==> src/sv/asymmetric_curved_glide_macros.svh <==
// Assertion macros shared by the glide block.
`ifndef ASYMMETRIC_CURVED_GLIDE_MACROS_SVH
`define ASYMMETRIC_CURVED_GLIDE_MACROS_SVH

// Condition that must hold at every clock edge outside reset.
`define ACG_ASSERT_HOLDS(label, cond, msg) \
   label: assert property (@(posedge clock) disable iff (reset) (cond)) else $error(msg);

// Condition at one edge that forces another at the next edge.
`define ACG_ASSERT_NEXT(label, pre, post, msg) \
   label: assert property (@(posedge clock) disable iff (reset) (pre) |=> (post)) else $error(msg);

`endif

==> src/sv/acg_ram.sv <==
// Generic single-port-write, registered-read RAM.
`timescale 1ns / 1ps
module acg_ram #(
   parameter int WIDTH = 8,
   parameter int DEPTH = 16
) (
   input  logic                                     clock,
   input  logic                                     wr_en,
   input  logic [((DEPTH > 1) ? $clog2(DEPTH) : 1)-1:0] wr_addr,
   input  logic [WIDTH-1:0]                         wr_data,
   input  logic                                     rd_en,
   input  logic [((DEPTH > 1) ? $clog2(DEPTH) : 1)-1:0] rd_addr,
   output logic [WIDTH-1:0]                         rd_data
);

   logic [WIDTH-1:0] mem_ff [DEPTH];

   always_ff @(posedge clock) begin
      if (wr_en) begin
         mem_ff[wr_addr] <= wr_data;
      end
      if (rd_en) begin
         rd_data <= mem_ff[rd_addr];
      end
   end

endmodule
==> config.mk <==
export PLATFORM = sky130hd
export DESIGN_NAME = acg_ram
export DESIGN_NICKNAME = d
export VERILOG_FILES = /design/src/sv/asymmetric_curved_glide_macros.svh /design/src/sv/acg_ram.sv
export SDC_FILE = /design/constraint.sdc
export NUM_CORES = 1
export LEC_CHECK = 0
export BUFFER_PORTS_ARGS = -buffer_cell sky130_fd_sc_hd__buf_2
export CAP_MARGIN = 20
export CORE_AREA = 5 5 109 111
export CTS_CLUSTER_DIAMETER = 40
export CTS_CLUSTER_SIZE = 20
export DETAILED_ROUTE_END_ITERATION = 10
export DIE_AREA = 0 0 114 116
export PLACE_DENSITY = 0.66
export SYNTH_ARGS = -nofsm -noshare
export SYNTH_HDL_FRONTEND = slang
export SYNTH_SLANG_ARGS = --single-unit
==> constraint.sdc <==
create_clock -name clock -period 3.5 [get_ports clock]
set_input_delay 0.35 -clock clock [delete_from_list [all_inputs] [get_ports clock]]
set_output_delay 0.35 -clock clock [all_outputs]
set_load 0.02 [all_outputs]
# == Word level (Yosys, flattened, before mapping) ==
# Memories as Yosys holds them, arrays and structs flattened. A register that Yosys moved wholly into a read port is not among the register bits.
# Cells that the tools add are included.
# word_totals
mem_count,1
word_cells,3
regBits,0
inputBits,19
out_inout_bits,8
ram_bits,128
# classes
muxes,2
# mem_list
name,depth,width,rd,rd_ports_with_merged_regs,write_ports,line,text
mem_ff,16,8,1,1,1,acg_ram.sv:16,logic [WIDTH-1:0] mem_ff [DEPTH];
# ops
cell,count
1-bit two-way mux,2

# == Longest topological paths before layout ==
# Gate-level depths: netlist of run 1.
# depth
ltp_word,2
mapped_depth,5
depth_no_buf,3

# == Worst setup path before layout of run 1 ==
# OpenSTA, ideal clock, no wires.
# synth_path
path_kind,input port to flip-flop
start,input wr_addr[2] (netlist bit)
end,memory mem_ff[0][0] (enable)
t_arrival_ns,1.460
path_stages,2
t_required_ns,3.117
setup_time_ns,0.383
path_slack_ns,1.657
path_buffers,0
cell_sequence,or3b_2 nor3_1
# synth_lines
element,line,text
from (decl),acg_ram.sv:9,"input logic [((DEPTH > 1) ? $clog2(DEPTH) : 1)-1:0] wr_addr,"
to (decl),acg_ram.sv:16,
# No word-level cell before the write port.

==> tab_implementation.tex, run 1 <==
\begin{tabular}{lr}
\hline
Metric & Value \\
\hline
\multicolumn{2}{l}{\textbf{Status}} \\
Result of the run & completed \\
\multicolumn{2}{l}{\textbf{Final layout}} \\
Area delta synth->final & 16.2\% \\
Fraction of final layout cells sized beyond drive strength 1 & 0.269 \\
Final net count & $\sim$290 \\
Area of all sequential standard cells & between 4000 and 5000 um2 \\
Total area of multi-input combinational cells & 1060 um2 \\
Number of fill cells in the layout & 803 \\
Antenna diodes & 0 \\
Util after Layout & 0.568 \\
\multicolumn{2}{l}{\textbf{Critical path}} \\
Reg2Reg Launch Point & mem\_ff[5][3] \\
Reg2Reg Setup Slack & roughly 2 ns \\
Setup Crit Path Kind & input pin to flip-flop \\
Kind of end point of the critical path & flip-flop \\
Startpoint class of the critical path & input pin \\
Depth of the worst register-to-register path & 3 \\
Worst r2r dst & rd\_data[3] \\
Crit Path Max Fanout & 13 \\
Critical path data arrival time & a little under 2 ns \\
CP required & 3.76 ns \\
\multicolumn{2}{l}{\textbf{Timing}} \\
Clock skew & $\sim$0.0057 ns \\
Total of endpoints with negative setup slack in the final report & 0 \\
Final critical-path share of the clock period & 0.490 \\
Number of hold-slack violations in the final timing report & 0 \\
Final hold slack & about 0.21 ns \\
Unrepaired setup endpoints after global routing & no \\
Final TNS setup & 0 ns \\
Tmin final & 1.72 ns \\
Maximum clock frequency & approximately 0.6 GHz \\
Worst slew slack as a fraction of its limit & 0.367 \\
Pins Over Slew Limit & 0 \\
Slew at the pin closest to its max-slew limit & approximately 0.95 ns \\
Worst Setup Slack, final & roughly 1.8 ns \\
\multicolumn{2}{l}{\textbf{Detailed routing}} \\
First drt pass iteration count & 4 \\
Final routed wire length divided by cell count & about 24 um \\
Via density & roughly 5.7 \\
Sum of routed wire length over all layers & around 10000 um \\
Drt initial violations & 241 \\
Antenna-violating nets left & 0 \\
Residual DRC count & 0 \\
Number of vias in the routed layout & about 2400 \\
\multicolumn{2}{l}{\textbf{Floorplanning}} \\
Chip Height & 116 um \\
Initial core utilization & 0.489 \\
Die outline area & $\sim$13000 um2 \\
Core Rows & 38 \\
I/O pin total & 27 \\
Die boundary width & around 110 um \\
Core ar. & approximately 11000 um2 \\
\multicolumn{2}{l}{\textbf{Synthesis}} \\
Cell variety after synth & 18 \\
Adder-Cell Fraction of Synth Area & 0 \\
Largest area contributor in the netlist & edfxtp\_1 \\
Top cells by area in the synthesized netlist & edfxtp\_1, mux4\_2, mux4\_1 \\
Synthesized Nets & 248 \\
Main combinational cell family by area after synthesis & multiplexers \\
Simple-Gate Fraction of Synth Area & 0.0314 \\
Yosys top cell area share & 0.781 \\
Number of cells produced by synthesis & around 230 \\
Xor and xnor area share after synthesis & 0 \\
Sequential-to-total area share from yosys stat & 0.781 \\
Proportion of synthesized area in mux cells & 0.148 \\
Synth Area in Compound Gates & 0.0230 \\
Per-instance average area after synthesis & roughly 23 um2 \\
Flop and latch count out of synthesis & about 140 \\
Netlist Area Pre-Place & 5230 um2 \\
Count of yosys warnings during synthesis & 0 \\
\multicolumn{2}{l}{\textbf{Clock tree}} \\
Buffer cell driving the clock tree root & clkbuf\_8 \\
Number of sinks handled by clock tree synthesis & 136 \\
Post-CTS Hold Fix Bufs & 0 \\
Clock buffer depth & 2 \\
Post-cts sizing count & 0 \\
Clock buffer count from CTS & 17 \\
Htree depth & 4 \\
Post-CTS Setup Inserts & 0 \\
Post-CTS clock slew at the launch and capture registers of the worst setup and hold paths & 0.06 ns \\
TritonCTS clock tree & done \\
Worst-skew pair later-pin latency & between 0.5 and 0.6 ns \\
\multicolumn{2}{l}{\textbf{Placement}} \\
Final estimated routing congestion in global placement & between 0.7 and 0.8 \\
Count of buffers inserted at the top-level ports & 26 \\
Half-perimeter wire length after detailed placement & around 6400 um \\
Worst setup slack after placement & 1.24 ns \\
\multicolumn{2}{l}{\textbf{Flow run}} \\
\# Max-Cap Violations & 0 \\
\multicolumn{2}{l}{\textbf{Min path}} \\
Hold Startpoint & wr\_data[6] \\
Hold endpoint & mem\_ff[6][6] \\
Cell depth of the worst hold path & 1 \\
Class of the most critical hold timing path & input pin to flip-flop \\
\multicolumn{2}{l}{\textbf{Global route}} \\
Antenna violations before repair & 0 \\
Largest net degree at the start of global routing & 33 \\
Vias in the first global route & around 2500 \\
Global-route wire length before repair & around 16000 um \\
Global-route usage over all layers & 0.169 \\
Leftover overflow at the end of global routing & 0 \\
\multicolumn{2}{l}{\textbf{Pwr}} \\
Internal power of the cells & roughly 0.0030 W \\
Power density over cell area & approximately 620 nW/um2 \\
Worst VDD drop & 0.350 mV \\
Switching pwr & roughly 0.00072 W \\
Sw Share & 0.191 \\
Clock power share & 0.465 \\
Share of power burned in combinational logic & 0.045 \\
Static Leakage & 2.02 nW \\
Proportion of power drawn by flip-flops and latches & 0.490 \\
\hline
\end{tabular}
==> cells in the mapped netlist <==
cell type	instances
a22oi_1	16
nand2_1	9
buf_6	3
clkdlybuf4s25_2	3
mux4_1	14
nor2_1	13
or3b_2	1
edfxtp_1	136
buf_2	3
nand3_1	1
nand3b_1	2
and2b_1	1
nor3_1	4
nor2b_1	1
nand2b_1	2
buf_4	1
and2_1	1
mux4_2	18
==> worst max-delay path by stage <==
stage | start | end | slack, ns | cells after the start
floorplan | wr_addr[2] | mem_ff[0][0] | 1.66 | 2
global placement | rd_addr[0] | rd_data[1] | 1.28 | 5
detailed placement | rd_addr[0] | rd_data[3] | 1.24 | 5
CTS | rd_addr[0] | rd_data[3] | 1.79 | 5
global route | rd_addr[0] | rd_data[3] | 1.70 | 5
finish | rd_addr[0] | rd_data[3] | 1.78 | 5
==> stage by stage <==
stage	total power (W)	std cells	instance area (um2)
6_report	0.00377	423	6070
5_1_grt	0.00388	423	6070
4_1_cts	0.00379	423	6070
3_5_place_dp	0.00205	391	5490
3_3_place_gp	0.00205	391	5490
2_1_floorplan	0.00198	229	5230
==> routing by layer <==
metal | GRT usage | vias up | wire length, um
met1 | 0.224 | 1215 | 4250
li1 | - | 1069 | -
met2 | 0.274 | 101 | 4950
met5 | 0 | - | 0
met3 | 0.0454 | 13 | 677
met4 | 0.0618 | 0 | 154
==> cells by family after synthesis <==
logic type,count (synthesis)
compound gates,16
buf+inv,10
flops,136
mux,32
simple gates,35
==> cell type report <==
cell class | instances | area share
Timing Repair Buffer | 32 | 0.0288
Multi-Input combinational cell | 83 | 0.174
Sequential cell | 136 | 0.672
Tap cell | 140 | 0.0288
Clock buffer | 21 | 0.0706
Clock inverter | 11 | 0.0253
==> power by group through the flow <==
| stage | clock (W) | sequential [W] | combinational [W] |
|---|---|---|---|
| final | 0.00175 | 0.00185 | 0.000168 |
| after global routing | 0.00185 | 0.00185 | 0.000184 |
| after CTS | 0.00177 | 0.00185 | 0.000171 |
| after detailed placement | 0 | 0.00188 | 0.000170 |
| after global placement | 0 | 0.00188 | 0.000167 |
| after floorplan | 0 | 0.00189 | 0.0000926 |
==> state kept, by name, indices dropped and copies added, names as in the netlist <==
register  flops
mem_ff      128
rd_data       8
==> cells in the final DEF (no fill, tap or decap), drive strengths merged <==
cell type	n
nor2b	1
buf	32
bufinv	4
nand2b	2
or3b	1
a22oi	16
nand3b	2
nand3	1
and2	1
nor2	13
clkinvlp	1
nor3	4
nand2	9
clkinv	6
and2b	1
edfxtp	136
mux4	32
clkbuf	21
==> critical path, cell delays in order <==
cell     delay, ns
buf_2         0.30
buf_4         0.33
mux4_1        0.63
a22oi_1       0.25
nand2_1       0.10
No activity file was read; power rests on OpenSTA's default activity.
==> inputs of run 2 (changes only) <==
--- a/config.mk
+++ b/config.mk
@@ -12,7 +12,7 @@
 export CTS_CLUSTER_SIZE = 20
 export DETAILED_ROUTE_END_ITERATION = 10
 export DIE_AREA = 0 0 114 116
-export PLACE_DENSITY = 0.66
+export PLACE_DENSITY = 0.68
 export SYNTH_ARGS = -nofsm -noshare
 export SYNTH_HDL_FRONTEND = slang
 export SYNTH_SLANG_ARGS = --single-unit
==> constraint.sdc (replaced) <==
create_clock -name clock -period 1.5 [get_ports clock]
set_input_delay 0.15 -clock clock [delete_from_list [all_inputs] [get_ports clock]]
set_output_delay 0.15 -clock clock [all_outputs]
set_load 0.02 [all_outputs]
==> run 2 against run 1 <==
- die area did not move
- clock power rose by 130%
- non-clock buffer count rose by 22
- via count rose by 3.3%
- sequential power rose by 130%
- clock skew fell by 0.0021 ns
- critical path depth fell by 2
- global-route usage fell by 0.81 points
- wire length fell by 3.0%
- register-to-register slack got worse by 1.9 ns
- sequential share of layout area fell by 2.7 points
==> tab_implementation.tex, run 2 (synthesized netlist as in run 1, its figures left out) <==
\begin{tabular}{lr}
\hline
Metric & Value \\
\hline
\multicolumn{2}{l}{\textbf{Detailed routing}} \\
Sum of routed wire length over all layers & 9730 um (-3.0\%) \\
Final routed wire length divided by cell count & 21.9 um (-7.8\%) \\
Drt initial violations & 113 (-53\%) \\
Residual DRC count & 0 (unchanged) \\
First drt pass iteration count & 4 (unchanged) \\
Via density & 5.57 (-1.8\%) \\
Number of vias in the routed layout & 2477 (+3.3\%) \\
Antenna-violating nets left & 0 (unchanged) \\
\multicolumn{2}{l}{\textbf{Pwr}} \\
Share of power burned in combinational logic & 0.051 (+0.006) \\
Static Leakage & 2.14 nW (+6.0\%) \\
Power density over cell area & 1400 nW/um2 (+130\%) \\
Sw Share & 0.193 (+0.00204) \\
Switching pwr & 0.00171 W (+140\%) \\
Internal power of the cells & 0.00715 W (+130\%) \\
Proportion of power drawn by flip-flops and latches & 0.486 (-0.004) \\
Final Total Pwr & 0.00887 W (+140\%) \\
Worst VDD drop & 0.659 mV (+88\%) \\
Clock power share & 0.464 (about the same) \\
\multicolumn{2}{l}{\textbf{Global route}} \\
Largest net degree at the start of global routing & 20 (-39\%) \\
Leftover overflow at the end of global routing & 0 (unchanged) \\
Global-route wire length before repair & 15100 um (-3.1\%) \\
Antenna violations before repair & 0 (unchanged) \\
Vias in the first global route & 2533 (-0.20\%) \\
Global-route usage over all layers & 0.161 (-0.00815) \\
\multicolumn{2}{l}{\textbf{Timing}} \\
Clock skew & 0.00363 ns (-0.00205 ns) \\
Unrepaired setup endpoints after global routing & no \\
Maximum clock frequency & between 0.6 and 0.7 GHz \\
Worst slew slack as a fraction of its limit & 0.439 (+0.0724) \\
Final TNS setup & 0 ns (unchanged) \\
Number of hold-slack violations in the final timing report & 0 (unchanged) \\
Tmin final & 1.46 ns \\
Slew at the pin closest to its max-slew limit & 0.840 ns (-0.107 ns) \\
Total of endpoints with negative setup slack in the final report & 0 (unchanged) \\
Final hold slack & 0.0237 ns (-0.189 ns) \\
Final critical-path share of the clock period & 0.972 \\
Pins Over Slew Limit & 0 (unchanged) \\
\multicolumn{2}{l}{\textbf{Critical path}} \\
Kind of end point of the critical path & flip-flop \\
Critical path data arrival time & 1.72 ns (-0.25 ns) \\
CP required & 1.76 ns (-2.00 ns) \\
Source of the critical timing path & mem\_ff[2][7] \\
Startpoint class of the critical path & flip-flop \\
Setup Crit Path Kind & flip-flop to flip-flop \\
Crit Path Max Fanout & 1 (-12) \\
Reg2Reg Launch Point & mem\_ff[2][7] \\
\multicolumn{2}{l}{\textbf{Floorplanning}} \\
Initial core utilization & 0.489 (unchanged) \\
Chip Height & 116 um (unchanged) \\
I/O pin total & 27 (unchanged) \\
Die boundary width & 114 um (unchanged) \\
Die outline area & 13200 um2 (unchanged) \\
Core ar. & 10700 um2 (unchanged) \\
Core Rows & 38 (unchanged) \\
\multicolumn{2}{l}{\textbf{Clock tree}} \\
TritonCTS clock tree & done \\
Buffer cell driving the clock tree root & clkbuf\_8 \\
Htree depth & 4 (unchanged) \\
Clock buffer count from CTS & 17 (unchanged) \\
Clock buffer depth & 2 (unchanged) \\
Worst-skew pair later-pin latency & 0.51 ns (about the same) \\
Number of sinks handled by clock tree synthesis & 136 (unchanged) \\
Post-CTS Setup Inserts & 0 (unchanged) \\
Post-CTS clock slew at the launch and capture registers of the worst setup and hold paths & 0.06 ns (about the same) \\
\multicolumn{2}{l}{\textbf{Final layout}} \\
Largest register by flop count & mem\_ff \\
Util after Layout & 0.592 (+0.0239) \\
Area delta synth->final & 21.1\% \\
Antenna diodes & 0 (unchanged) \\
Final net count & 311 (+7.6\%) \\
Non-filler instance count after layout & 445 (+5.2\%) \\
Fraction of final layout cells sized beyond drive strength 1 & 0.364 (+0.0954) \\
Largest registers in the final layout & mem\_ff x128, rd\_data x8 \\
Highest-count cells in the layout ignoring fill and taps & edfxtp\_1, buf\_2, buf\_4, mux4\_2, clkbuf\_16 \\
Largest register FFs & 128 (unchanged) \\
Commonest non-fill, non-tap cell in the layout & edfxtp\_1 \\
\multicolumn{2}{l}{\textbf{Placement}} \\
Half-perimeter wire length after detailed placement & 6320 um (-0.74\%) \\
Number of cells in the design after placement & 412 (+5.4\%) \\
Final estimated routing congestion in global placement & 0.730 (+1.3\%) \\
Count of buffers inserted at the top-level ports & 26 (unchanged) \\
\multicolumn{2}{l}{\textbf{Flow run}} \\
\# Max-Cap Violations & 0 (unchanged) \\
\multicolumn{2}{l}{\textbf{Min path}} \\
Class of the most critical hold timing path & input pin to flip-flop \\
Hold Startpoint & wr\_data[7] \\
\multicolumn{2}{l}{\textbf{Status}} \\
Result of the run & completed \\
\hline
\end{tabular}
==> run 2: cell types whose count changed in the layout (fill, tap and decap cells not counted), moves of 4 or more <==
cell     previous run  this run
a22oi_1            16        11
a22oi_2             0         5
buf_12              0         4
buf_4               6        23
==> run 2: worst paths after layout <==
| kind | endpoint | slack, ns | cells after the start |
|---|---|---|---|
| max | rd_data[7] | 0.04 | 3 |
| min | mem_ff[1][7] | 0.02 | 1 |
| max reg2reg | rd_data[7] | 0.04 | 3 |
| min reg2reg | rd_data[7] | 0.74 | 3 |
==> run 2: cell type report <==
class,count,area [um2]
clock buffer,18,418
clock inverter,14,181
fill,771,4370
multi-input combinational,83,1080
sequential,136,4080
tap,140,175
timing repair buffer,54,393
==> run 2: what timing repair did <==
action / in CTS / in global routing
setup endpoints to repair: 0 / 4
hold buffers: 1 / 0
endpoints found under the hold margin: 8 / 0
gates resized for setup: 0 / 9
==> run 2: per-layer routing <==
layer	GRT usage	wire length, um	vias up
met5	0	0	-
met4	0.0665	131	0
met3	0.0366	412	9
met2	0.254	4830	69
met1	0.219	4360	1293
li1	-	-	1106
==> run 2: worst max-delay path, cell delays in order, from the launching register on <==
cell and delay [ns]:
edfxtp_1 0.37, mux4_2 0.46, a22oi_1 0.29, nand2_1 0.09
==> run 2: power by group through the flow <==
stage / Clock [W] / Combinational, W / Sequential [W]
2_1_floorplan: 0 / 0.000216 / 0.00440
3_3_place_gp: 0 / 0.000427 / 0.00438
3_5_place_dp: 0 / 0.000437 / 0.00438
4_1_cts: 0.00418 / 0.000442 / 0.00431
5_1_grt: 0.00437 / 0.000485 / 0.00431
6_report: 0.00411 / 0.000449 / 0.00430
==> run 2: per-stage QoR <==
step,setup WS (ns),instance area [um2]
6_report,0.0421,6330
3_5_place_dp,-0.204,5700
2_1_floorplan,0.0676,5230
5_1_grt,0.00265,6330
3_3_place_gp,-0.193,5700
4_1_cts,0.0115,6310
==> inputs of run 3 (changes only) <==
--- a/config.mk
+++ b/config.mk
@@ -13,6 +13,7 @@
 export DETAILED_ROUTE_END_ITERATION = 10
 export DIE_AREA = 0 0 114 116
 export PLACE_DENSITY = 0.68
+export REMOVE_ABC_BUFFERS = 1
 export SYNTH_ARGS = -nofsm -noshare
 export SYNTH_HDL_FRONTEND = slang
 export SYNTH_SLANG_ARGS = --single-unit
==> run 3 against run 2 <==
- register-to-register slack worse by 0.03 ns
- flip-flop and latch count unchanged
- final cell count shrank 0.90%
- via count down 0.61%
- total power shrank 0.50%
- die area unchanged
- global-route usage grew 0.28 points
- setup slack lost 0.033 ns
- clock skew up 0.0017 ns
- first-iteration DRC count grew 44%
- combinational power hardly changed
- critical path type unchanged
==> tab_implementation.tex, run 3 (synthesized netlist as in run 1, its figures left out) <==
\begin{tabular}{lr}
\hline
Metric & Value \\
\hline
\multicolumn{2}{l}{\textbf{Status}} \\
Result of the run & completed \\
\multicolumn{2}{l}{\textbf{Placement}} \\
Area of placed instances & 5680 um2 (-0.39\%) \\
Count of buffers inserted at the top-level ports & 26 (unchanged) \\
Final estimated routing congestion in global placement & 0.727 (-0.44\%) \\
Worst setup slack after placement & -0.287 ns (-0.0833 ns) \\
Number of cells in the design after placement & 408 (-0.97\%) \\
Half-perimeter wire length after detailed placement & 6200 um (-1.8\%) \\
\multicolumn{2}{l}{\textbf{Final layout}} \\
Largest register by flop count & mem\_ff \\
Commonest non-fill, non-tap cell in the layout & edfxtp\_1 \\
Fraction of final layout cells sized beyond drive strength 1 & 0.355 (-0.00845) \\
Non-filler instance count after layout & 441 (-0.90\%) \\
Area delta synth->final & 20.4\% \\
Highest-count cells in the layout ignoring fill and taps & edfxtp\_1, buf\_2, mux4\_2, buf\_4, clkbuf\_16 \\
Largest register FFs & 128 (unchanged) \\
Final net count & 307 (-1.3\%) \\
Post-route cell area & 6290 um2 (-0.57\%) \\
Antenna diodes & 0 (unchanged) \\
Largest registers in the final layout & mem\_ff x128, rd\_data x8 \\
\multicolumn{2}{l}{\textbf{Critical path}} \\
Critical path data arrival time & 1.75 ns (+0.03 ns) \\
Critical-path cell list & mux4\_2 > a22oi\_1 > nand2\_1 \\
Startpoint class of the critical path & flip-flop \\
Kind of end point of the critical path & flip-flop \\
Master of the slowest instance on the critical path & mux4\_2 \\
Bufs and invs on worst path & 0 (unchanged) \\
Top delay family on crit path & multiplexers \\
Crit Path Max Fanout & 1 (unchanged) \\
Setup Crit Path Kind & flip-flop to flip-flop \\
CP required & 1.76 ns (about the same) \\
Maximum cell stage delay along the critical path & 0.51 ns (+0.05 ns) \\
\multicolumn{2}{l}{\textbf{Global route}} \\
Global-route usage over all layers & 0.164 (+0.00282) \\
Leftover overflow at the end of global routing & 0 (unchanged) \\
Antenna violations before repair & 0 (unchanged) \\
Global-route wire length before repair & 15100 um (about the same) \\
Largest net degree at the start of global routing & 20 (unchanged) \\
Vias in the first global route & 2558 (+0.99\%) \\
\multicolumn{2}{l}{\textbf{Pwr}} \\
Power density over cell area & 1400 nW/um2 (about the same) \\
Static Leakage & 2.13 nW (-0.85\%) \\
Worst VDD drop & 0.791 mV (+20\%) \\
\multicolumn{2}{l}{\textbf{Clock tree}} \\
Buffer cell driving the clock tree root & clkbuf\_8 \\
Clock buffer count from CTS & 17 (unchanged) \\
Htree depth & 4 (unchanged) \\
Post-CTS Setup Inserts & 0 (unchanged) \\
Worst-skew pair later-pin latency & 0.51 ns (about the same) \\
Post-CTS clock slew at the launch and capture registers of the worst setup and hold paths & 0.06 ns (about the same) \\
Number of sinks handled by clock tree synthesis & 136 (unchanged) \\
Clock buffer depth & 2 (unchanged) \\
TritonCTS clock tree & done \\
\multicolumn{2}{l}{\textbf{Timing}} \\
Pins Over Slew Limit & 0 (unchanged) \\
Worst slew slack as a fraction of its limit & 0.559 (+0.120) \\
Slew at the pin closest to its max-slew limit & 0.659 ns (-0.180 ns) \\
Tmin final & 1.49 ns (+0.0328 ns) \\
Final critical-path share of the clock period & 0.994 (+0.0218) \\
Worst Setup Slack, final & 0.00932 ns (-0.0328 ns) \\
Total of endpoints with negative setup slack in the final report & 0 (unchanged) \\
Clock skew & 0.00530 ns (+0.00167 ns) \\
Maximum clock frequency & 0.671 GHz (-2.2\%) \\
Number of hold-slack violations in the final timing report & 0 (unchanged) \\
\multicolumn{2}{l}{\textbf{Detailed routing}} \\
Wire length the detailed router placed on met1 & 4450 um (+2.3\%) \\
Antenna-violating nets left & 0 (unchanged) \\
Sum of routed wire length over all layers & 9820 um (+0.99\%) \\
Residual DRC count & 0 (unchanged) \\
Via density & 5.58 (+0.30\%) \\
WL met3 & 476 um (+16\%) \\
Metal2 WL & 4790 um (-0.73\%) \\
Final routed wire length divided by cell count & 22.3 um (+1.9\%) \\
Drt initial violations & 163 (+44\%) \\
Number of vias in the routed layout & 2462 (-0.61\%) \\
First drt pass iteration count & 5 (+1) \\
Highest routed layer & met4 \\
\multicolumn{2}{l}{\textbf{Min path}} \\
Class of the most critical hold timing path & input pin to flip-flop \\
\multicolumn{2}{l}{\textbf{Floorplanning}} \\
Chip Height & 116 um (unchanged) \\
Core ar. & 10700 um2 (unchanged) \\
I/O pin total & 27 (unchanged) \\
Core Rows & 38 (unchanged) \\
Die boundary width & 114 um (unchanged) \\
Initial core utilization & 0.489 (unchanged) \\
Die outline area & 13200 um2 (unchanged) \\
\multicolumn{2}{l}{\textbf{Flow run}} \\
\# Max-Cap Violations & 0 (unchanged) \\
\hline
\end{tabular}
## run 3: metal layers
metal / up-vias / global-route usage
met5: - / 0
met4: 0 / 0.0641
met3: 7 / 0.0423
met2: 68 / 0.252
met1: 1289 / 0.228
li1: 1098 / -
## run 3: what timing repair did
action | CTS | global route
resized for setup | 5 | 2
hold buffers | 1 | 0
gates cloned | 0 | 0
pin swaps | 1 | 0
endpoints found under the setup margin | 4 | 2
endpoints found under the hold margin | 8 | 0
## run 3: path summary, 6_finish.rpt
check / endpoint / cells past startpoint / startpoint / slack [ns]
worst min register to register: rd_data[5] / 3 / mem_ff[8][5] / 0.76
worst max register to register: rd_data[6] / 3 / mem_ff[7][6] / 0.009
worst max-delay path: rd_data[6] / 3 / mem_ff[7][6] / 0.009
worst min-delay path: mem_ff[15][7] / 1 / wr_data[7] / 0.03
## run 3: power breakdown
group	total (W)	internal (W)	leakage, nW	switching (W)
logic	0.000450	0.000191	0.609	0.000259
clock network	0.00407	0.00253	0.280	0.00154
registers	0.00430	0.00428	1.24	0.0000197
## run 3: area by class of cell
type / instances / area (um2)
multi-input combinational: 83 / 1070
clock inverter: 15 / 179
fill: 788 / 4400
timing repair buffer: 50 / 375
tap: 140 / 175
sequential: 136 / 4080
clock buffer: 17 / 414
## run 3: stage by stage
stage,hold WS [ns],utilization,total power (W),TNS (ns)
2_1_floorplan,0.249,-,0.00457,-1.14
3_3_place_gp,0.513,0.531,0.00481,-1.55
3_5_place_dp,0.519,0.531,0.00483,-1.71
4_1_cts,0.0130,0.588,0.00890,0
5_1_grt,0.0209,0.588,0.00913,-0.0106
6_report,0.0320,0.588,0.00882,0
